$ cat src/sv/ksdc_pkg.sv
// Shared widths and constants for the k-smallest distance cutoff unit.
package ksdc_pkg;

  localparam int COORD_W = 15;
  localparam int DIST_W  = 31;
  localparam int KEPT_W  = 11;
  localparam int SQ_W    = 2 * COORD_W;

  localparam logic [KEPT_W-1:0] KEEP_RESET = 11'd1024;

endpackage

$ cat src/sv/ksdc_sqdist.sv
// Squared Euclidean distance of two points: difference, square, sum stages.
module ksdc_sqdist (
  input  logic                    clk,
  input  logic                    load,
  input  logic [ksdc_pkg::COORD_W-1:0] ax,
  input  logic [ksdc_pkg::COORD_W-1:0] ay,
  input  logic [ksdc_pkg::COORD_W-1:0] bx,
  input  logic [ksdc_pkg::COORD_W-1:0] by,
  output logic [ksdc_pkg::DIST_W-1:0]  dist_sq
);
  import ksdc_pkg::*;

  logic [COORD_W-1:0] dx_r;
  logic [COORD_W-1:0] dy_r;
  logic [SQ_W-1:0]    sx_r;
  logic [SQ_W-1:0]    sy_r;
  logic [DIST_W-1:0]  dist_r;

  always_ff @(posedge clk) begin
    if (load) begin
      dx_r <= (ax > bx) ? (ax - bx) : (bx - ax);
      dy_r <= (ay > by) ? (ay - by) : (by - ay);
    end
    sx_r   <= dx_r * dx_r;
    sy_r   <= dy_r * dy_r;
    dist_r <= DIST_W'(sx_r) + DIST_W'(sy_r);
  end

  assign dist_sq = dist_r;

endmodule
$ cat config.mk
export PLATFORM = sky130hd
export DESIGN_NAME = ksdc_sqdist
export DESIGN_NICKNAME = d
export VERILOG_FILES = /design/src/sv/ksdc_pkg.sv /design/src/sv/ksdc_sqdist.sv
export SDC_FILE = /design/constraint.sdc
export NUM_CORES = 1
export LEC_CHECK = 0
export BUFFER_PORTS_ARGS = -buffer_cell sky130_fd_sc_hd__buf_4
export CORE_ASPECT_RATIO = 2
export CORE_MARGIN = 2
export CORE_UTILIZATION = 55
export DETAILED_ROUTE_END_ITERATION = 12
export PLACE_DENSITY = 0.72
export SYNTH_ARGS = -nofsm -noshare
export SYNTH_HDL_FRONTEND = slang
export SYNTH_SLANG_ARGS = --single-unit
$ cat constraint.sdc
create_clock -name clk -period 14.9 [get_ports clk]
set_input_delay 0.745 -clock clk [delete_from_list [all_inputs] [get_ports clk]]
set_output_delay 0.745 -clock clk [all_outputs]
set_load 0.005 [all_outputs]
==> flow_summary.ini, run 1 <==
[routing]
drtIter0Drc = 442
drcViolationCount = 0
post_drt_via_cell_ratio = 5.399
dr.pass1.iters = 5
vias = 14006
wire_per_inst_um = 16.97
wirelength_um = 44030
ant_nets = 0

[sta]
final.min_clock_period_ns = 6.729
tightest_slew_ns = 1.023
period_share = 0.4516
finalSetupViolCount = 0
rsz0062_at_grt = false
slew_viol_final = 0
slew_headroom = 0.3182
fin_skew_ns = 0.01247
fin_hold_ws_ns = 0.4448
hold_viol_final = 0
clock.fmax_ghz = 0.1486
fin_tns_setup_ns = 0

[worst_setup_path]
cp_max_fo = 15
setup.worst_path.start_class = flip-flop
path_class = flip-flop to flip-flop
crit_chain = nand2_1 -> fa_1 -> fa_1 -> inv_1 -> fa_1 -> inv_1 -> fa_1 -> inv_1 -> fa_1 -> inv_1 -> fa_1 -> inv_1 -> ha_1 -> a21o_1 -> a21oi_1 -> nand2_1 -> o31ai_1 -> o211ai_1 -> a221o_1 -> a21oi_1 -> xnor2_1
cp_slowest_cell = edfxtp_1
cp_common_cell = fa_1
arrival_ns = 7.07
cp.required_ns = 15.24
critPathTopFamily = adder cells
cp.buffers_inverters = 5
end_kind = flip-flop
slowest_delay_ns = 0.73

[layout]
stdcell_area_sq_um = 20560
mostFrequentLayoutCell = inv_1
diodes = 0
drive_above_1_share = 0.06828
post-route-util = 0.6027
final_cell_mix = 471 x inv_1, 273 x ha_1, 272 x fa_1
fin_nets = 2747
area_growth_pct = 8.512

[floorplan]
fp-row-count = 96
io_pins = 93
die_h_um = 266.5
die_x_um = 135.2
die-area_sq_um = 36040
core_sq_um = 34110
start_util = 0.5555

[synth]
syn_inst = 2083
synthesis.area_sq_um = 18950
ys_ff_latch = 119
synth_edf_count = 30
synth_top_area_frac = 0.2874
synthXorXnorAreaFrac = 0.05362
syn_nets = 2690
ys.flop_type = dfxtp_1
syn_avg_cell_area_sq_um = 9.097
synth_top_family_by_area = adder cells
synth.distinct_cells = 63
ys_warn_count = 0
synthArstFlopShare = 0
yosysTopAreaCell = fa_1
muxShareOfSynthArea = 0.01241
synthSimpleGateAreaFrac = 0.1115
seq_area_frac_synth = 0.1416
synthTopCellsByArea = fa_1 29%, ha_1 18%, dfxtp_1 9.4%, inv_1 9.3%, edfxtp_1 4.8%
synth-compound-area-share = 0.1084
synthAdderAreaFrac = 0.4676

[global_route]
grt_pass1_vias = 15555
grt_max_degree = 31
antenna_found_initial = 0
grt_usage = 0.2578
gr-total-overflow = 0
grt_first_pass_wirelength_um = 73060

[clock_tree]
post_cts_buffers = 0
cts_root_buf = clkbuf_16
cts-buffers-inserted = 17
clockBufferDepth = 2
clock_sinks = 119
htreeDepth = 4
cts_resized = 0
ctsHoldBuffers = 0
worstSkewPairLatency_ns = 0.43
cts_tree = built
clk_pin_slew_worst_paths_ns = 0.06

[place]
hpwl_um = 38380
gp_congestion = 0.9490
place_area_sq_um = 19980
io_buffers = 92

[flow_run]
drv_cap = 0

[hold_path]
hold_class = flip-flop to flip-flop

[outcome]
status = completed
## logic make-up after synthesis
logic type,count (synthesis)
AND/OR/NAND/NOR,446
buffers and inverters,526
flip-flops,119
adder cells (fa/ha/maj),545
multiplexers,23
XOR/XNOR,116
AO/OA/AOI/OAI,308
## through the flow
| stage | setup slack, ns | cells |
|---|---|---|
| finish | 8.171 | 2594 |
| global placement | 8.470 | 2562 |
| CTS | 8.303 | 2594 |
| global route | 7.909 | 2594 |
| detailed placement | 8.336 | 2562 |
| floorplan | 9.009 | 2083 |
## state kept, by name (all words and copies together), names as in the netlist
name	cells
dy_r	15
dist_sq	31
dx_r	15
sx_r	29
sy_r	29
## path summary, 6_finish.rpt
| path | start | to | slack [ns] | depth (start not counted) |
|---|---|---|---|---|
| worst max-delay path | dy_r[8]$_DFFE_PP_ | sy_r[29]$_DFF_P_ | 8.17 | 21 |
| worst min-delay path | sy_r[2]$_DFF_P_ | dist_sq[2]$_DFF_P_ | 0.44 | 1 |
| worst max register to register | dy_r[8]$_DFFE_PP_ | sy_r[29]$_DFF_P_ | 8.17 | 21 |
| worst min register to register | sy_r[2]$_DFF_P_ | dist_sq[2]$_DFF_P_ | 0.44 | 1 |
## cell usage after synthesis, types with 12 or more instances
master,n
inv_1,471
ha_1,273
fa_1,272
nand2_1,179
a21oi_1,91
dfxtp_1,89
xnor2_1,81
nor2_1,73
and2_1,71
a21o_1,51
clkbuf_1,51
o21ai_0,45
xor2_1,35
edfxtp_1,30
nor2b_1,26
nand3_1,23
nor3_1,23
o21a_1,21
mux2i_1,19
o21bai_1,15
nand2b_1,13
o211ai_1,12
## final cells by class
cell class	instances	area, sq um
well taps	441	551.8
clock buffers	20	466.7
fillers	3029	13550
inverters	471	1768
clock inverters	12	115.1
flip-flops and latches	119	2683
repair buffers	93	698.2
multi-input cells	1438	14280
## per-layer routing
layer	vias up	GRT usage	share of wire
li1	6683	-	-
met1	6949	0.2430	0.34
met2	247	0.5320	0.59
met3	127	0.02393	0.017
met4	0	0.1261	0.054
met5	-	0	0
Power of run 1 is left out: the tool's default activity adds up to more than one toggle a clock period on the data nets, which glitch-free logic cannot reach.
==> inputs of run 2 (changes only) <==
ABC_AREA = 1   (was unset)
PLACE_DENSITY = 0.74   (was 0.72)
clock period = 5.5 ns   (was 14.9 ns; I/O delays follow)
==> run 2 against run 1 <==
Against the previous run:
- die area rose by 17%
- area after synthesis rose by 17%
- setup slack got worse by 8.0 ns
==> flow_summary.ini, run 2 <==
[global_route]
antenna_found_initial = 0
grt_usage = 0.2772
grt_first_pass_wirelength_um = 92850
grt_max_degree = 31
gr-total-overflow = 0
grt_pass1_vias = 20453

[floorplan]
core_sq_um = 40080
fp-row-count = 104
die-area_sq_um = 42150
start_util = 0.5549
io_pins = 93
die_x_um = 146.2
die_h_um = 288.4

[synth]
ys.flop_type = dfxtp_1
synth_edf_count = 30
synth_top_area_frac = 0.2449
synth.distinct_cells = 39
synthesis.area_sq_um = 22240
synthTopCellsByArea = fa_1 24%, nand2_1 16%, ha_1 15%, inv_1 14%, dfxtp_1 8.0%
seq_area_frac_synth = 0.1206
synthArstFlopShare = 0
ys_ff_latch = 119
synth_common_cells = 975 x nand2_1, 852 x inv_1, 273 x ha_1
syn_avg_cell_area_sq_um = 7.039
ys_warn_count = 0
synth.most_common_cell = nand2_1
yosysTopAreaCell = fa_1
syn_nets = 3766
syn_inst = 3159

[clock_tree]
clock_sinks = 119
ctsHoldBuffers = 0
cts_tree = built
cts-buffers-inserted = 17
worstSkewPairLatency_ns = 0.46
htreeDepth = 4
cts_root_buf = clkbuf_16
clk_pin_slew_worst_paths_ns = 0.06
clockBufferDepth = 2

[sta]
fin_skew_ns = 0.01431
slew_headroom = 0.5986
tightest_slew_ns = 0.6000
final.min_clock_period_ns = 5.356
period_share = 0.9737
clock.fmax_ghz = 0.1867
fin_hold_ws_ns = 0.2691
layout_setup_ws_ns = 0.1444
slew_viol_final = 0
finalSetupViolCount = 0
hold_viol_final = 0

[worst_setup_path]
cp.required_ns = 5.83
crit_chain = buf_4 -> nand2_1 -> fa_1 -> fa_1 -> fa_1 -> fa_1 -> fa_1 -> fa_1 -> inv_1 -> ha_2 -> nand2_2 -> nor2_1 -> nand3_1 -> nand3_2 -> xor2_1
cp_max_fo = 6
arrival_ns = 5.69
cp.buffers_inverters = 2
critPathTopFamily = adder cells
cp_slowest_cell = fa_1
end_kind = flip-flop
path_class = flip-flop to flip-flop
setup.worst_path.start_class = flip-flop
slowest_delay_ns = 0.59
cp_common_cell = fa_1

[routing]
post_drt_via_cell_ratio = 5.092
vias = 19563
drtIter0Drc = 803
wirelength_um = 57490
dr.pass1.iters = 6
drcViolationCount = 0
wire_per_inst_um = 14.96
ant_nets = 0

[layout]
diodes = 0
area_growth_pct = 11.33
final_cell_mix = 961 x nand2_1, 852 x inv_1, 270 x fa_1
largest_reg_flops = 31
nFillCells = 3839
drive_above_1_share = 0.09541
mostFrequentLayoutCell = nand2_1
fin_nets = 3906

[place]
io_buffers = 92
pre_cts_ws_ns = -0.1491
hpwl_um = 49980
gp_congestion = 0.9740

[flow_run]
drv_cap = 0

[hold_path]
hold_class = primary input to flip-flop

[outcome]
status = completed
==> run 2: cell type report <==
type                            count  area (sq um)  area share
Clock inverter                     15         191.4    0.007732
Multi-Input combinational cell   2133         16300      0.6585
Clock buffer                       17         425.4     0.01718
Timing Repair Buffer              171          1275     0.05150
Tap cell                          530         663.1     0.02679
Inverter                          857          3217      0.1299
Sequential cell                   119          2683      0.1084
==> run 2: worst paths after layout <==
check	slack, ns	depth (start not counted)	startpoint	endpoint
setup / recovery	0.14	15	dx_r[10]$_DFFE_PP_	sx_r[13]$_DFF_P_
setup reg to reg	0.14	15	dx_r[10]$_DFFE_PP_	sx_r[13]$_DFF_P_
hold / removal	0.27	1	load	dx_r[12]$_DFFE_PP_
hold reg to reg	0.45	1	sy_r[2]$_DFF_P_	dist_sq[2]$_DFF_P_
==> run 2: cells by family (layout without fill, tap and decap cells) <==
family | count (synthesis) | in the layout | share of synthesized area
AO/OA/AOI/OAI | 150 | 150 | 0.03984
buffers and inverters | 907 | 1060 | 0.1553
AND/OR/NAND/NOR | 1341 | 1341 | 0.2475
flip-flops | 119 | 119 | 0.1206
XOR/XNOR | 97 | 97 | 0.03820
adder cells (fa/ha/maj) | 545 | 545 | 0.3985
==> run 2: through the flow <==
stage                     TNS, ns    util  cells  instance area, sq um
final                           0  0.6177   3842                 24760
after global routing      -0.4268  0.6177   3842                 24760
after CTS                       0  0.6063   3805                 24300
after detailed placement  -0.1491  0.5900   3770                 23650
after global placement    -0.1351  0.5900   3770                 23650
after floorplan                 0       -   3159                 22240
==> run 2: worst reg2reg max path, cell delays in order, from the launching register on <==
cell	delay [ns]
edfxtp_1	0.54
buf_4	0.18
nand2_1	0.09
fa_1	0.52
fa_1	0.59
fa_1	0.45
fa_1	0.57
fa_1	0.44
fa_1	0.54
inv_1	0.05
ha_2	0.37
nand2_2	0.13
nor2_1	0.17
nand3_1	0.10
nand3_2	0.16
xor2_1	0.35
==> run 2: timing repair <==
action                                  in CTS  in global routing
gates resized for setup                      2                 54
endpoints found under the setup margin       2                 28
pin swaps                                    0                  8
buffers inserted                             3                 37
==> run 2: metal layers <==
layer  GRT usage  share of wire  up-vias  wire length (um)
met5           0              0        -                 0
met2      0.5735           0.56      583             32390
met1      0.2401           0.32     9133             18560
li1            -              -     9595                 -
met4      0.2017          0.084        0              4811
met3     0.02591          0.030      252              1729
Power of run 2 is left out for the same reason.
==> inputs of run 3 (changes only) <==
CELL_PAD_IN_SITES_DETAIL_PLACEMENT = 2   (was unset)
CELL_PAD_IN_SITES_GLOBAL_PLACEMENT = 2   (was unset)
CORE_UTILIZATION = 34   (was 55)
PLACE_DENSITY = 0.79   (was 0.74)
==> run 3 against run 2 <==
Against the previous run:
- hold slack got worse by 0.020 ns
- die area rose by 60%
- final cell count increased by 10%
- via count rose by 6.0%
- final area grew 5.4%
- register-to-register slack worse by 0.18 ns
- clock-buffer cell count did not move
- critical path depth rose by 9
- critical path type unchanged
- the run now ends with setup timing left
- sequential share of layout area down 0.55 points
==> flow_summary.ini, run 3 (synthesis results as in run 2) <==
[routing]
vias = 20742
post_drt_via_cell_ratio = 4.907
wirelength_um = 85980
drtIter0Drc = 509
dr.pass1.iters = 4
wire_per_inst_um = 20.34
drcViolationCount = 0
ant_nets = 0

[global_route]
grt_pass1_vias = 24733
grt_max_degree = 31
grt_first_pass_wirelength_um = 127500
antenna_found_initial = 0
gr-total-overflow = 0
grt_usage = 0.2460

[layout]
post-route-util = 0.4029
final_cell_mix = 913 x nand2_1, 838 x inv_1, 263 x fa_1
diodes = 0
drive_above_1_share = 0.1418
largest_reg_flops = 31
area_growth_pct = 17.30
mostFrequentLayoutCell = nand2_1
fin_nets = 3950

[worst_setup_path]
path_class = flip-flop to flip-flop
timing.rr.end = sx_r[29]$_DFF_P_
crit_chain = buf_4 -> nand2_1 -> xor2_1 -> ha_1 -> o21bai_1 -> fa_1 -> fa_1 -> fa_1 -> inv_1 -> fa_1 -> inv_1 -> ha_1 -> ha_4 -> buf_4 -> nand2_1 -> nand2_1 -> nand2_1 -> nand2_2 -> inv_1 -> nand2_1 -> nand2_2 -> nand3_1 -> nand2_1 -> nand2_1
worst_r2r_path_depth = 24
slowest_delay_ns = 0.53
reg2reg_from = dx_r[13]$_DFFE_PP_
startpoint = dx_r[13]$_DFFE_PP_
cp.required_ns = 5.86
arrival_ns = 5.90
rrSetupSlack_ns = -0.03
cp_common_cell = nand2_1
cp_max_fo = 6
cp_slowest_cell = edfxtp_1
setup.worst_path.start_class = flip-flop
crit_end = sx_r[29]$_DFF_P_
end_kind = flip-flop

[floorplan]
io_pins = 93
die_x_um = 184.8
die_h_um = 365.7
fp-row-count = 132
die-area_sq_um = 67590
core_sq_um = 64740
start_util = 0.3435

[clock_tree]
cts-buffers-inserted = 17
ctsHoldBuffers = 0
worstSkewPairLatency_ns = 0.49
htreeDepth = 4
clockBufferDepth = 2
clk_pin_slew_worst_paths_ns = 0.07
cts_tree = built
clock_sinks = 119
cts_root_buf = clkbuf_16

[sta]
slew_viol_final = 0
tightest_slew_ns = 0.6296
fin_skew_ns = 0.01318
slew_headroom = 0.5788
final.min_clock_period_ns = 5.532
finalSetupViolCount = 1
clock.fmax_ghz = 0.1808
period_share = 1.006
hold_viol_final = 0
rsz0062_at_grt = true
layout_setup_ws_ns = -0.03161

[outcome]
status = complete, but fails checks
violations = setup timing

[place]
io_buffers = 92
gp_congestion = 0.8822
hpwl_um = 69220

[hold_path]
hold_class = primary input to flip-flop

[flow_run]
drv_cap = 0
[run 3: cell types whose count changed in the layout (fill, tap and decap cells not counted), moves of 14 or more]
cell / delta
nand2_1: -48
nor2_1: -15
nand2_2: +41
ha_4: +14
inv_1: -14
buf_4: +38
inv_2: +14
[run 3: what timing repair did]
action                                  CTS  global route
resized for setup                        32           177
pin swaps                                 1            54
setup buffers                            32            33
endpoints found under the setup margin   27            35
[run 3: worst min path at each step]
stage / from / end / slack (ns) / depth (start not counted)
after global routing: bx[0] / dx_r[0]$_DFFE_PP_ / 0.25 / 3
after CTS: bx[0] / dx_r[0]$_DFFE_PP_ / 0.25 / 3
final: bx[0] / dx_r[0]$_DFFE_PP_ / 0.25 / 3
after detailed placement: sx_r[2]$_DFF_P_ / dist_sq[2]$_DFF_P_ / 0.45 / 1
after floorplan: load / dx_r[0]$_DFFE_PP_ / 0.39 / 0
after global placement: sy_r[2]$_DFF_P_ / dist_sq[2]$_DFF_P_ / 0.44 / 1
[run 3: area by class of cell]
cell class	count	area (sq um)
clock buffers	17	425.4
inverters	857	3217
repair buffers	215	1677
well taps	871	1090
flip-flops and latches	119	2683
multi-input cells	2133	16840
clock inverters	15	155.1
fillers	7790	38660
[run 3: through the flow]
stage / instances / setup TNS, ns / area [sq um] / setup WS [ns] / hold WS (ns)
finish: 4227 / -0.03161 / 26090 / -0.03161 / 0.2492
CTS: 4194 / -0.01104 / 25170 / -0.01104 / 0.2474
global route: 4227 / -3.446 / 26090 / -0.1777 / 0.2546
global placement: 4130 / -0.03338 / 24220 / -0.03338 / 0.4440
detailed placement: 4130 / -1.455 / 24220 / -0.2123 / 0.4466
floorplan: 3159 / 0 / 22240 / 0.3109 / 0.3875
[run 3: worst max-delay path: cells and delay by family, from the launching register on]
family | cells | cell delay (ns)
buffers and inverters | 5 | 0.59
AO/OA/AOI/OAI | 1 | 0.23
AND/OR/NAND/NOR | 10 | 0.99
XOR/XNOR | 1 | 0.32
adder cells (fa/ha/maj) | 7 | 2.75
flip-flops | 1 | 0.53
[run 3: routing by layer]
layer,part of all wire,track usage,up-vias
met2,0.60,0.5285,403
met5,0,0,-
li1,-,-,9661
met4,0.069,0.1564,0
met3,0.015,0.01737,249
met1,0.31,0.2062,10429
Power of run 3 is left out for the same reason.
